==> config.mk <==
export PLATFORM = sky130hd
export DESIGN_NAME = first_fit_block_allocator_flat
export DESIGN_NICKNAME = d
export VERILOG_FILES = /design/src/hdl/ffa_pkg.sv /design/src/hdl/ffa_if.sv /design/src/hdl/ffa_table.sv /design/src/hdl/ffa_ctrl.sv /design/src/hdl/first_fit_block_allocator.sv /design/src/flat_wrapper.sv
export SDC_FILE = /design/constraint.sdc
export NUM_CORES = 2
export LEC_CHECK = 0
export BUFFER_PORTS_ARGS = -buffer_cell sky130_fd_sc_hd__buf_2
export CORE_MARGIN = 8
export CORE_UTILIZATION = 45
export CTS_BUF_LIST = sky130_fd_sc_hd__clkbuf_2 sky130_fd_sc_hd__clkbuf_4 sky130_fd_sc_hd__clkbuf_8
export CTS_CLUSTER_SIZE = 40
export DETAILED_ROUTE_END_ITERATION = 7
export PLACE_DENSITY_LB_ADDON = 0.05
export SYNTH_ARGS = -nofsm -noshare
export SYNTH_HDL_FRONTEND = slang
export SYNTH_SLANG_ARGS = --single-unit
==> constraint.sdc <==
create_clock -name clk -period 8.2 [get_ports clk]
set_input_delay 0.41 -clock clk [delete_from_list [all_inputs] [get_ports clk]]
set_output_delay 0.41 -clock clk [all_outputs]
set_load 0.01 [all_outputs]
==> src/hdl/ffa_pkg.sv <==
`timescale 1ns / 1ps

package ffa_pkg;

    // fixed field widths
    localparam int FIELD_W = 15;
    localparam int COST_W  = 17;

    // default sizing
    localparam int DEF_POOL_BYTES   = 16384;
    localparam int DEF_HEADER_BYTES = 16;
    localparam int DEF_MAX_BLOCKS   = 64;

    // request kinds
    localparam logic KIND_ALLOC = 1'b0;
    localparam logic KIND_FREE  = 1'b1;

    // one block table entry
    typedef struct packed {
        logic [FIELD_W-1:0] start;
        logic [FIELD_W-1:0] length;
        logic               free;
    } entry_t;

endpackage

==> src/hdl/ffa_if.sv <==
`timescale 1ns / 1ps

// request channel
interface ffa_req_if;
    logic                       valid;
    logic                       ready;
    logic                       kind;
    logic [ffa_pkg::FIELD_W-1:0] request_size;
    logic [ffa_pkg::FIELD_W-1:0] address;

    modport source (output valid, kind, request_size, address, input ready);
    modport sink (input valid, kind, request_size, address, output ready);
endinterface

// response channel
interface ffa_rsp_if;
    logic                       valid;
    logic                       ready;
    logic                       ok;
    logic [ffa_pkg::FIELD_W-1:0] payload_offset;
    logic [ffa_pkg::FIELD_W-1:0] free_bytes;
    logic                       is_clean;

    modport source (output valid, ok, payload_offset, free_bytes, is_clean, input ready);
    modport sink (input valid, ok, payload_offset, free_bytes, is_clean, output ready);
endinterface

==> src/hdl/ffa_table.sv <==
`timescale 1ns / 1ps

module ffa_table #(
    parameter int POOL_BYTES = ffa_pkg::DEF_POOL_BYTES,
    parameter int MAX_BLOCKS = ffa_pkg::DEF_MAX_BLOCKS,
    parameter int IDX_W      = (MAX_BLOCKS > 1) ? $clog2(MAX_BLOCKS) : 1
) (
    input  logic                clk,
    input  logic                rst_n,
    input  logic [IDX_W-1:0]    rd_addr,
    output ffa_pkg::entry_t     rd_data,
    input  logic                wr_en,
    input  logic [IDX_W-1:0]    wr_addr,
    input  ffa_pkg::entry_t     wr_data
);
    import ffa_pkg::*;

    entry_t mem [MAX_BLOCKS];
    entry_t mem_q_reg;
    logic   e0_valid_reg;
    logic   use_init_reg;
    entry_t init_entry;

    // entry 0 covers the whole pool until first written
    always_comb
    begin
        init_entry.start  = '0;
        init_entry.length = FIELD_W'(POOL_BYTES);
        init_entry.free   = 1'b1;
    end

    // storage, registered read
    always_ff @(posedge clk)
    begin
        if (wr_en)
        begin
            mem[wr_addr] <= wr_data;
        end
        mem_q_reg <= mem[rd_addr];
    end

    // entry 0 valid flag
    always_ff @(posedge clk or negedge rst_n)
    begin
        if (!rst_n)
        begin
            e0_valid_reg <= 1'b0;
            use_init_reg <= 1'b0;
        end
        else
        begin
            if (wr_en && wr_addr == '0)
            begin
                e0_valid_reg <= 1'b1;
            end
            use_init_reg <= (rd_addr == '0) && !e0_valid_reg;
        end
    end

    assign rd_data = use_init_reg ? init_entry : mem_q_reg;

endmodule

==> src/hdl/ffa_ctrl.sv <==
`timescale 1ns / 1ps

module ffa_ctrl #(
    parameter int POOL_BYTES   = ffa_pkg::DEF_POOL_BYTES,
    parameter int HEADER_BYTES = ffa_pkg::DEF_HEADER_BYTES,
    parameter int MAX_BLOCKS   = ffa_pkg::DEF_MAX_BLOCKS,
    parameter int IDX_W        = (MAX_BLOCKS > 1) ? $clog2(MAX_BLOCKS) : 1
) (
    input  logic              clk,
    input  logic              rst_n,
    ffa_req_if.sink           req,
    ffa_rsp_if.source         rsp,
    output logic [IDX_W-1:0]  rd_addr,
    input  ffa_pkg::entry_t   rd_data,
    output logic              wr_en,
    output logic [IDX_W-1:0]  wr_addr,
    output ffa_pkg::entry_t   wr_data
);
    import ffa_pkg::*;

    localparam int CNT_W = $clog2(MAX_BLOCKS + 2);
    localparam logic [15:0] ROUND_ADD = 16'h0003;
    localparam logic [15:0] ROUND_MASK = ~16'h0003;

    typedef enum logic [4:0] {
        S_IDLE, S_A_RD, S_A_CHK, S_UP_RD, S_UP_WR, S_A_TAIL, S_A_HEAD,
        S_F_RD, S_F_CHK, S_F_RDN, S_F_GETN, S_F_RDP, S_F_GETP, S_F_WR,
        S_DN_RD, S_DN_WR, S_DONE
    } state_t;

    state_t             state_reg, state_next;
    logic [CNT_W-1:0]   idx_reg, idx_next;
    logic [CNT_W-1:0]   src_reg, src_next;
    logic [CNT_W-1:0]   dst_reg, dst_next;
    logic [CNT_W-1:0]   lim_reg, lim_next;
    logic [CNT_W-1:0]   count_reg, count_next;
    logic [FIELD_W-1:0] avail_reg, avail_next;
    logic [COST_W-1:0]  cost_reg, cost_next;
    logic [FIELD_W-1:0] target_reg, target_next;
    entry_t             cur_reg, cur_next;
    entry_t             nxt_reg, nxt_next;
    entry_t             prv_reg, prv_next;
    logic               res_ok_reg, res_ok_next;
    logic [FIELD_W-1:0] res_pay_reg, res_pay_next;
    logic               out_valid_reg, out_valid_next;
    logic               out_ok_reg, out_ok_next;
    logic [FIELD_W-1:0] out_pay_reg, out_pay_next;
    logic [FIELD_W-1:0] out_free_reg, out_free_next;
    logic               out_clean_reg, out_clean_next;

    logic [15:0]        rounded;
    logic               a_hit;
    logic [FIELD_W-1:0] merged_len;
    logic [CNT_W-1:0]   merge_pos;
    logic [CNT_W-1:0]   removed;

    // size rounding up to a multiple of four
    always_comb
    begin
        rounded = ({1'b0, req.request_size} + ROUND_ADD) & ROUND_MASK;
    end

    assign a_hit = rd_data.free && ({2'b00, rd_data.length} > cost_reg);

    // merged free block
    always_comb
    begin
        merged_len = cur_reg.length + (prv_reg.free ? prv_reg.length : '0)
                   + (nxt_reg.free ? nxt_reg.length : '0);
        merge_pos  = prv_reg.free ? idx_reg - CNT_W'(1) : idx_reg;
        removed    = CNT_W'(prv_reg.free) + CNT_W'(nxt_reg.free);
    end

    // table read address
    always_comb
    begin
        case (state_reg)
            S_UP_RD: rd_addr = src_reg[IDX_W-1:0];
            S_DN_RD: rd_addr = src_reg[IDX_W-1:0];
            S_F_RDN: rd_addr = IDX_W'(idx_reg + CNT_W'(1));
            S_F_RDP: rd_addr = IDX_W'(idx_reg - CNT_W'(1));
            default: rd_addr = idx_reg[IDX_W-1:0];
        endcase
    end

    // sequencer
    always_comb
    begin
        state_next     = state_reg;
        idx_next       = idx_reg;
        src_next       = src_reg;
        dst_next       = dst_reg;
        lim_next       = lim_reg;
        count_next     = count_reg;
        avail_next     = avail_reg;
        cost_next      = cost_reg;
        target_next    = target_reg;
        cur_next       = cur_reg;
        nxt_next       = nxt_reg;
        prv_next       = prv_reg;
        res_ok_next    = res_ok_reg;
        res_pay_next   = res_pay_reg;
        out_valid_next = out_valid_reg && !rsp.ready;
        out_ok_next    = out_ok_reg;
        out_pay_next   = out_pay_reg;
        out_free_next  = out_free_reg;
        out_clean_next = out_clean_reg;
        wr_en          = 1'b0;
        wr_addr        = idx_reg[IDX_W-1:0];
        wr_data        = rd_data;

        case (state_reg)
            S_IDLE:
            begin
                if (req.valid)
                begin
                    idx_next     = '0;
                    res_ok_next  = 1'b0;
                    res_pay_next = '0;
                    cost_next    = {1'b0, rounded} + COST_W'(2 * HEADER_BYTES);
                    target_next  = req.address - FIELD_W'(HEADER_BYTES);
                    if (req.kind == KIND_ALLOC)
                    begin
                        if (req.request_size == '0 ||
                            count_reg >= CNT_W'(MAX_BLOCKS))
                        begin
                            state_next = S_DONE;
                        end
                        else
                        begin
                            state_next = S_A_RD;
                        end
                    end
                    else
                    begin
                        if (req.address < FIELD_W'(HEADER_BYTES))
                        begin
                            state_next = S_DONE;
                        end
                        else
                        begin
                            state_next = S_F_RD;
                        end
                    end
                end
            end
            S_A_RD:
            begin
                state_next = S_A_CHK;
            end
            S_A_CHK:
            begin
                if (a_hit)
                begin
                    cur_next = rd_data;
                    if (count_reg - CNT_W'(1) > idx_reg)
                    begin
                        src_next   = count_reg - CNT_W'(1);
                        state_next = S_UP_RD;
                    end
                    else
                    begin
                        state_next = S_A_TAIL;
                    end
                end
                else if (idx_reg + CNT_W'(1) >= count_reg)
                begin
                    state_next = S_DONE;
                end
                else
                begin
                    idx_next   = idx_reg + CNT_W'(1);
                    state_next = S_A_RD;
                end
            end
            S_UP_RD:
            begin
                state_next = S_UP_WR;
            end
            S_UP_WR:
            begin
                // move one entry up to open the slot after the split block
                wr_en   = 1'b1;
                wr_addr = IDX_W'(src_reg + CNT_W'(1));
                wr_data = rd_data;
                if (src_reg == idx_reg + CNT_W'(1))
                begin
                    state_next = S_A_TAIL;
                end
                else
                begin
                    src_next   = src_reg - CNT_W'(1);
                    state_next = S_UP_RD;
                end
            end
            S_A_TAIL:
            begin
                wr_en          = 1'b1;
                wr_addr        = IDX_W'(idx_reg + CNT_W'(1));
                wr_data.start  = cur_reg.start + cost_reg[FIELD_W-1:0];
                wr_data.length = cur_reg.length - cost_reg[FIELD_W-1:0];
                wr_data.free   = 1'b1;
                state_next     = S_A_HEAD;
            end
            S_A_HEAD:
            begin
                wr_en          = 1'b1;
                wr_addr        = idx_reg[IDX_W-1:0];
                wr_data.start  = cur_reg.start;
                wr_data.length = cost_reg[FIELD_W-1:0];
                wr_data.free   = 1'b0;
                count_next     = count_reg + CNT_W'(1);
                avail_next     = avail_reg - cost_reg[FIELD_W-1:0];
                res_ok_next    = 1'b1;
                res_pay_next   = cur_reg.start + FIELD_W'(HEADER_BYTES);
                state_next     = S_DONE;
            end
            S_F_RD:
            begin
                state_next = S_F_CHK;
            end
            S_F_CHK:
            begin
                if (rd_data.start == target_reg)
                begin
                    if (rd_data.free)
                    begin
                        state_next = S_DONE;
                    end
                    else
                    begin
                        cur_next      = rd_data;
                        nxt_next.free = 1'b0;
                        prv_next.free = 1'b0;
                        avail_next    = avail_reg + rd_data.length;
                        if (idx_reg + CNT_W'(1) < count_reg)
                        begin
                            state_next = S_F_RDN;
                        end
                        else if (idx_reg != '0)
                        begin
                            state_next = S_F_RDP;
                        end
                        else
                        begin
                            state_next = S_F_WR;
                        end
                    end
                end
                else if (idx_reg + CNT_W'(1) >= count_reg)
                begin
                    state_next = S_DONE;
                end
                else
                begin
                    idx_next   = idx_reg + CNT_W'(1);
                    state_next = S_F_RD;
                end
            end
            S_F_RDN:
            begin
                state_next = S_F_GETN;
            end
            S_F_GETN:
            begin
                nxt_next   = rd_data;
                state_next = (idx_reg != '0) ? S_F_RDP : S_F_WR;
            end
            S_F_RDP:
            begin
                state_next = S_F_GETP;
            end
            S_F_GETP:
            begin
                prv_next   = rd_data;
                state_next = S_F_WR;
            end
            S_F_WR:
            begin
                // write the merged free block, then close the gap
                wr_en          = 1'b1;
                wr_addr        = merge_pos[IDX_W-1:0];
                wr_data.start  = prv_reg.free ? prv_reg.start : cur_reg.start;
                wr_data.length = merged_len;
                wr_data.free   = 1'b1;
                src_next       = idx_reg + CNT_W'(1) + CNT_W'(nxt_reg.free);
                dst_next       = merge_pos + CNT_W'(1);
                lim_next       = count_reg;
                count_next     = count_reg - removed;
                res_ok_next    = 1'b1;
                if (removed != '0 &&
                    idx_reg + CNT_W'(1) + CNT_W'(nxt_reg.free) < count_reg)
                begin
                    state_next = S_DN_RD;
                end
                else
                begin
                    state_next = S_DONE;
                end
            end
            S_DN_RD:
            begin
                state_next = S_DN_WR;
            end
            S_DN_WR:
            begin
                wr_en    = 1'b1;
                wr_addr  = dst_reg[IDX_W-1:0];
                wr_data  = rd_data;
                src_next = src_reg + CNT_W'(1);
                dst_next = dst_reg + CNT_W'(1);
                if (src_reg + CNT_W'(1) < lim_reg)
                begin
                    state_next = S_DN_RD;
                end
                else
                begin
                    state_next = S_DONE;
                end
            end
            S_DONE:
            begin
                if (!out_valid_reg || rsp.ready)
                begin
                    out_valid_next = 1'b1;
                    out_ok_next    = res_ok_reg;
                    out_pay_next   = res_pay_reg;
                    out_free_next  = avail_reg;
                    out_clean_next = (avail_reg == FIELD_W'(POOL_BYTES));
                    state_next     = S_IDLE;
                end
            end
            default:
            begin
                state_next = S_IDLE;
            end
        endcase
    end

    // state and registered outputs
    always_ff @(posedge clk or negedge rst_n)
    begin
        if (!rst_n)
        begin
            state_reg     <= S_IDLE;
            idx_reg       <= '0;
            src_reg       <= '0;
            dst_reg       <= '0;
            lim_reg       <= '0;
            count_reg     <= CNT_W'(1);
            avail_reg     <= FIELD_W'(POOL_BYTES);
            cost_reg      <= '0;
            target_reg    <= '0;
            cur_reg       <= '0;
            nxt_reg       <= '0;
            prv_reg       <= '0;
            res_ok_reg    <= 1'b0;
            res_pay_reg   <= '0;
            out_valid_reg <= 1'b0;
            out_ok_reg    <= 1'b0;
            out_pay_reg   <= '0;
            out_free_reg  <= '0;
            out_clean_reg <= 1'b0;
        end
        else
        begin
            state_reg     <= state_next;
            idx_reg       <= idx_next;
            src_reg       <= src_next;
            dst_reg       <= dst_next;
            lim_reg       <= lim_next;
            count_reg     <= count_next;
            avail_reg     <= avail_next;
            cost_reg      <= cost_next;
            target_reg    <= target_next;
            cur_reg       <= cur_next;
            nxt_reg       <= nxt_next;
            prv_reg       <= prv_next;
            res_ok_reg    <= res_ok_next;
            res_pay_reg   <= res_pay_next;
            out_valid_reg <= out_valid_next;
            out_ok_reg    <= out_ok_next;
            out_pay_reg   <= out_pay_next;
            out_free_reg  <= out_free_next;
            out_clean_reg <= out_clean_next;
        end
    end

    assign req.ready          = (state_reg == S_IDLE);
    assign rsp.valid          = out_valid_reg;
    assign rsp.ok             = out_ok_reg;
    assign rsp.payload_offset = out_pay_reg;
    assign rsp.free_bytes     = out_free_reg;
    assign rsp.is_clean       = out_clean_reg;

    // block count stays within the table
    a_count_range: assert property (@(posedge clk) disable iff (!rst_n)
        count_reg >= CNT_W'(1) && count_reg <= CNT_W'(MAX_BLOCKS))
        else $error("block count out of range");

    // available bytes never exceed the pool
    a_avail_range: assert property (@(posedge clk) disable iff (!rst_n)
        avail_reg <= FIELD_W'(POOL_BYTES))
        else $error("available bytes exceed pool");

    // a split only happens with a spare table entry
    a_split_room: assert property (@(posedge clk) disable iff (!rst_n)
        (state_reg == S_A_CHK && a_hit) |-> count_reg < CNT_W'(MAX_BLOCKS))
        else $error("split with full table");

    // a completed item leaves a response beat behind
    a_done_out: assert property (@(posedge clk) disable iff (!rst_n)
        (state_reg == S_DONE && state_next == S_IDLE) |=> out_valid_reg)
        else $error("response beat lost");

endmodule

==> src/hdl/first_fit_block_allocator.sv <==
`timescale 1ns / 1ps

// First-fit allocator over one byte pool, block table held in one memory.
// req channel: one beat per operation; kind selects allocate or free,
// request_size is used by allocate, address (payload offset) by free.
// rsp channel: exactly one beat per request beat, in order, carrying ok,
// payload_offset, free_bytes and is_clean after the operation.
// One request is in work at a time; req.ready is high only between items.
// Each table entry touched takes a registered memory read, then a check or
// write back; the table has one read port and one write port.
// Allocate: scan entries up to the hit, move entries up to open a slot,
// then write the tail and the head of the split block.
// Free: scan entries, read the next and previous neighbors if present,
// write the merged block, then move entries down to close the gap.
// The result sits in an output register; the next request is accepted
// while it waits, but an item's result is held back until rsp is taken.
// Reset: one free block covers the whole pool; no clearing pass is run.
module first_fit_block_allocator #(
    parameter int POOL_BYTES   = ffa_pkg::DEF_POOL_BYTES,
    parameter int HEADER_BYTES = ffa_pkg::DEF_HEADER_BYTES,
    parameter int MAX_BLOCKS   = ffa_pkg::DEF_MAX_BLOCKS
) (
    input  logic      clk,
    input  logic      rst_n,
    ffa_req_if.sink   req,
    ffa_rsp_if.source rsp
);
    import ffa_pkg::*;

    localparam int IDX_W = (MAX_BLOCKS > 1) ? $clog2(MAX_BLOCKS) : 1;

    logic [IDX_W-1:0] rd_addr;
    logic [IDX_W-1:0] wr_addr;
    logic             wr_en;
    entry_t           rd_data;
    entry_t           wr_data;

    // block table
    ffa_table #(
        .POOL_BYTES (POOL_BYTES),
        .MAX_BLOCKS (MAX_BLOCKS),
        .IDX_W      (IDX_W)
    ) u_table (
        .clk     (clk),
        .rst_n   (rst_n),
        .rd_addr (rd_addr),
        .rd_data (rd_data),
        .wr_en   (wr_en),
        .wr_addr (wr_addr),
        .wr_data (wr_data)
    );

    // sequencer
    ffa_ctrl #(
        .POOL_BYTES   (POOL_BYTES),
        .HEADER_BYTES (HEADER_BYTES),
        .MAX_BLOCKS   (MAX_BLOCKS),
        .IDX_W        (IDX_W)
    ) u_ctrl (
        .clk     (clk),
        .rst_n   (rst_n),
        .req     (req),
        .rsp     (rsp),
        .rd_addr (rd_addr),
        .rd_data (rd_data),
        .wr_en   (wr_en),
        .wr_addr (wr_addr),
        .wr_data (wr_data)
    );

endmodule
==> src/flat_wrapper.sv <==
// flat-port wrapper written by rule: the top's interface ports become plain ports
module first_fit_block_allocator_flat import ffa_pkg::*;
#(
    parameter int POOL_BYTES   = ffa_pkg::DEF_POOL_BYTES,
    parameter int HEADER_BYTES = ffa_pkg::DEF_HEADER_BYTES,
    parameter int MAX_BLOCKS   = ffa_pkg::DEF_MAX_BLOCKS
)
  (clk, rst_n, req_valid, req_kind, req_request_size, req_address, req_ready, rsp_valid, rsp_ok, rsp_payload_offset, rsp_free_bytes, rsp_is_clean, rsp_ready);
  ffa_req_if req_i ();
  ffa_rsp_if rsp_i ();
  input  logic clk;
  input  logic rst_n;
  input wire logic [$bits(req_i.valid)-1:0] req_valid;
  input wire logic [$bits(req_i.kind)-1:0] req_kind;
  input wire logic [$bits(req_i.request_size)-1:0] req_request_size;
  input wire logic [$bits(req_i.address)-1:0] req_address;
  output wire logic [$bits(req_i.ready)-1:0] req_ready;
  output wire logic [$bits(rsp_i.valid)-1:0] rsp_valid;
  output wire logic [$bits(rsp_i.ok)-1:0] rsp_ok;
  output wire logic [$bits(rsp_i.payload_offset)-1:0] rsp_payload_offset;
  output wire logic [$bits(rsp_i.free_bytes)-1:0] rsp_free_bytes;
  output wire logic [$bits(rsp_i.is_clean)-1:0] rsp_is_clean;
  input wire logic [$bits(rsp_i.ready)-1:0] rsp_ready;
  assign req_i.valid = req_valid;
  assign req_i.kind = req_kind;
  assign req_i.request_size = req_request_size;
  assign req_i.address = req_address;
  assign req_ready = req_i.ready;
  assign rsp_valid = rsp_i.valid;
  assign rsp_ok = rsp_i.ok;
  assign rsp_payload_offset = rsp_i.payload_offset;
  assign rsp_free_bytes = rsp_i.free_bytes;
  assign rsp_is_clean = rsp_i.is_clean;
  assign rsp_i.ready = rsp_ready;
  first_fit_block_allocator #(.POOL_BYTES(POOL_BYTES), .HEADER_BYTES(HEADER_BYTES), .MAX_BLOCKS(MAX_BLOCKS)) u_core (.clk(clk), .rst_n(rst_n), .req(req_i), .rsp(rsp_i));
endmodule
==> metrics.md <==
| Metric | Value |
|---|---|
| Req. time, crit path | 9210 ps |
| Post-Syn Area | ~93000 um^2 |
| Commonest non-fill, non-tap cell in the layout | edfxtp_1 |
| Total GRT Usage | 0.2715 |
| CTS Buf Count | 393 |
| CTS tree | done |
| Comb power frac | 0.003 |
| Port bufs | 68 |
| Worst slew margin | 0.07021 |
| Area grow syn2layout | 13.39% |
| Type of origin of the critical path | flip-flop |
| Vias/cell | 5.967 |
| Crit Path Max Fanout | 34 |
| Top post-synthesis cells by area | edfxtp_1 (64%), dfrtp_1 (5.6%), nand2_1 (4.4%) |
| Worst path cell trace | inv_1 -> ha_1 -> xor2_1 -> and2_1 -> nor3_4 -> nand2_4 -> buf_4 -> o22ai_1 -> nor4_1 -> nor4_1 -> a21oi_1 -> a31oi_1 |
| Skew final | 104.1 ps |
| Pin count of the biggest net entering global routing | roughly 110 |
| RSZ-0062 raised after global routing | no |
| # rows | ~170 |
| Max clock buf depth | 4 |
| Outcome | complete, no violations |
| Largest area contributor in the netlist | edfxtp_1 |
| IO Count | between 60 and 70 |
| Seq pwr share | 0.546 |
| Synthesized flop and latch total | 2227 |
| Crit Path Category | reg2reg |
| Nets | between 6000 and 7000 |
| Final max-slew violation count | 0 |
| Ys async rst share | 0.09520 |
| Switching share of power | 0.2075 |
| Setup ws final | 2215 ps |
| Starting DRT DRC Count | 6996 |
| Tmin final | 5985 ps |
| Number of global-route vias before repair | 57329 |
| Share of layout cells above drive strength 1 | 0.1703 |
| Antenna-violating nets left | 0 |
| Setup violators final | 0 |
| PD cells | 211.0 nW/um^2 |
| Fmax | ~0.17 GHz |
| Mapped Avg Cell Area | 14.35 um^2 |
| Post-route insts no fill | just under 10000 |
| Share of the synthesized area in the top cell type | 0.6392 |
| Final period utilization | 0.7298 |
| Clock power frac | 0.450 |
| Internal power | between 15 and 20 mW |
| Starting Density | 0.4515 |
| Top_reg_cell synth | edfxtp_1 |
| Area taken by multi-input logic gates | approximately 27000 um^2 |
| Pre-CTS setup slack | 2513 ps |
| Crit. End Element | flip-flop |
| DRC errors left | 0 |
| Synth cell types | 92 |
| Min-Delay Path Class | in2reg |
| Gr ovfl total | 0 |
| FF/Latch Area | 65510 um^2 |
| Core Footprint | 206400 um^2 |
| Post-DR wirelength/cell | 31.42 um |
| Die Footprint | between 200000 and 250000 um^2 |
| Mapped Cells | 6495 |
| Min-Delay Path Depth | 3 |
| H-Tree Depth | 5 |
| Hold Fails Final Rpt | 0 |
| Crit-path slowest cell | nor3_4 |
| HPWL Detailed | 187.7 mm |
| Setup_tns | 0 ps |
| Initial antenna violation count | 25 |
| Max-cap viol count | 0 |
| Placer Congestion | 0.8921 |
| Inst Count DP | 9063 |
| Leakage power | roughly 32 nW |
| Layout fillers | 17562 |
| Clock sink count | roughly 2200 |
| Worst-Margin Slew | roughly 1400 ps |
| Post-synthesis sequential area ratio | 0.7028 |
| Die Ht | 471.1 um |
| Number of synthesized flops with an enable pin | 1984 |
| Worst r2r path cells | 12 |
| Global-route wire length before repair | 436.9 mm |
| Yosys warns | 0 |
| Max reg flops | 1984 |
| Maximum VDD drop | ~0.2 mV |
| Synthesized Nets | 6660 |
| Horiz. Die Dim | 471.1 um |
| Critical Path AT | 6990 ps |
| Sw Pwr | 4.627 mW |
| Reg clk slew, reported paths | 60 ps |
| Total Wirelength | 309.0 mm |
| Critical path's largest stage delay | 850 ps |
| Commonest cells after routing, fill and taps aside | edfxtp_1 (1984), nand2_1 (1087), clkbuf_8 (412) |
| Vias | 58682 |
| Crit path top cell by count | nor4_1 |
| Root cell of the clock tree | clkbuf_8 |
| Drt pass-1 iters | 6 |
| Worst skew pair latency | 1090 ps |
-- layer usage --
| metal | up-vias | wire, um | GRT usage |
|---|---|---|---|
| li1 | 25362 | - | - |
| met4 | 4 | 12860 | 0.1066 |
| met5 | - | 26 | 0 |
| met1 | 30199 | 132000 | 0.3867 |
| met2 | 2568 | 139100 | 0.4128 |
| met3 | 549 | 25030 | 0.05464 |
-- synth_stat cells, drive strengths merged (10+ instances only) --
library cell,number
edfxtp,1984
nand2,1095
nand3,405
mux2i,278
nor2,265
a21oi,261
o21ai,248
buf,226
dfrtp,210
mux4,174
clkbuf,127
ha,111
xnor2,89
o22ai,86
inv,81
nor3,61
xor2,53
a31oi,46
nand2b,46
mux2,45
nand4,38
and2,36
a22oi,34
a32oi,34
and3,32
dfxtp,31
o221ai,30
nor4,29
a211oi,28
a21o,27
nor2b,20
fa,19
or3,18
a31o,15
o31ai,15
or4,14
a2111oi,12
a221oi,12
o211ai,12
o2111ai,10
o21bai,10
o221a,10
-- logic make-up (layout without fill, tap and decap cells) --
| family | Yosys count | count (layout) | share of synthesized area |
|---|---|---|---|
| xor gates and xnor gates | 142 | 142 | 0.01342 |
| buffers and inverters | 437 | 1054 | 0.02201 |
| other | 0 | 19 | 0 |
| muxes | 497 | 497 | 0.07733 |
| AOI/OAI and AO/OA | 968 | 968 | 0.06614 |
| and+or+nand+nor | 2093 | 2093 | 0.09925 |
| adders and majority gates | 131 | 131 | 0.01909 |
| DFF | 2227 | 2227 | 0.7028 |
-- final cells by class --
class	instances	share of cell area
multi-input cells	3831	0.2527
flip-flops and latches	2227	0.6198
diodes	19	0.0004498
well taps	2704	0.03201
inverters	84	0.002983
repair buffers	271	0.02091
clock inverters	151	0.007837
clock buffers	548	0.06331
-- final timing paths --
kind                                                        startpoint                                           to  slack [ps]
setup / recovery                  u_core.u_ctrl.idx_reg[0]$_DFFE_PN0P_         u_core.u_table.mem_q_reg[29]$_DFF_P_        2220
hold / removal                                          req_address[0]      u_core.u_ctrl.target_reg[0]$_DFFE_PN0P_         130
setup reg to reg                  u_core.u_ctrl.idx_reg[0]$_DFFE_PN0P_         u_core.u_table.mem_q_reg[29]$_DFF_P_        2220
hold reg to reg            u_core.u_ctrl.rsp.free_bytes[1]$_DFFE_PN0P_  u_core.u_ctrl.rsp.free_bytes[1]$_DFFE_PN0P_         470
max in group asynchronous                                        rst_n       u_core.u_ctrl.state_reg[2]$_DFFE_PN0P_        6320
min in group asynchronous                                        rst_n         u_core.u_ctrl.nxt_reg[9]$_DFFE_PN0P_         580
-- critical path: cells and delay by family (launching register included) --
family                     cells  cell delay, ps
DFF                            1             700
and+or+nand+nor                5            2690
buffers and inverters          2             650
xor gates and xnor gates       1             210
adders and majority gates      1             530
AOI/OAI and AO/OA              3            1100
-- metrics by stage --
stage                     utilization  hold WS, ps  power (mW)  instance area (um^2)
after floorplan                     -        114.4       12.43                 93210
after global placement         0.4722        457.6       12.47                 97480
after detailed placement       0.4727        465.1       12.47                 97580
after CTS                      0.5118        18.75       22.48                105600
after global routing           0.5118        85.33       22.96                105700
final                          0.5120        131.3       22.30                105700
-- power by group through the flow --
stage / combinational (mW) / clock [mW] / sequential, mW
2_1_floorplan: 0.0121 / 0 / 12.4
3_3_place_gp: 0.0555 / 0 / 12.4
3_5_place_dp: 0.0556 / 0 / 12.4
4_1_cts: 0.0784 / 10.2 / 12.2
5_1_grt: 0.0857 / 10.7 / 12.2
6_report: 0.0770 / 10.0 / 12.2
-- repair_timing --
| item | 4_1_cts | 5_1_grt |
|---|---|---|
| resized for setup | 0 | 0 |
| setup buffers | 0 | 0 |
| endpoints found under the hold margin | 132 | 0 |
| hold buffers | 54 | 0 |
(Power assumes the default switching activity.)
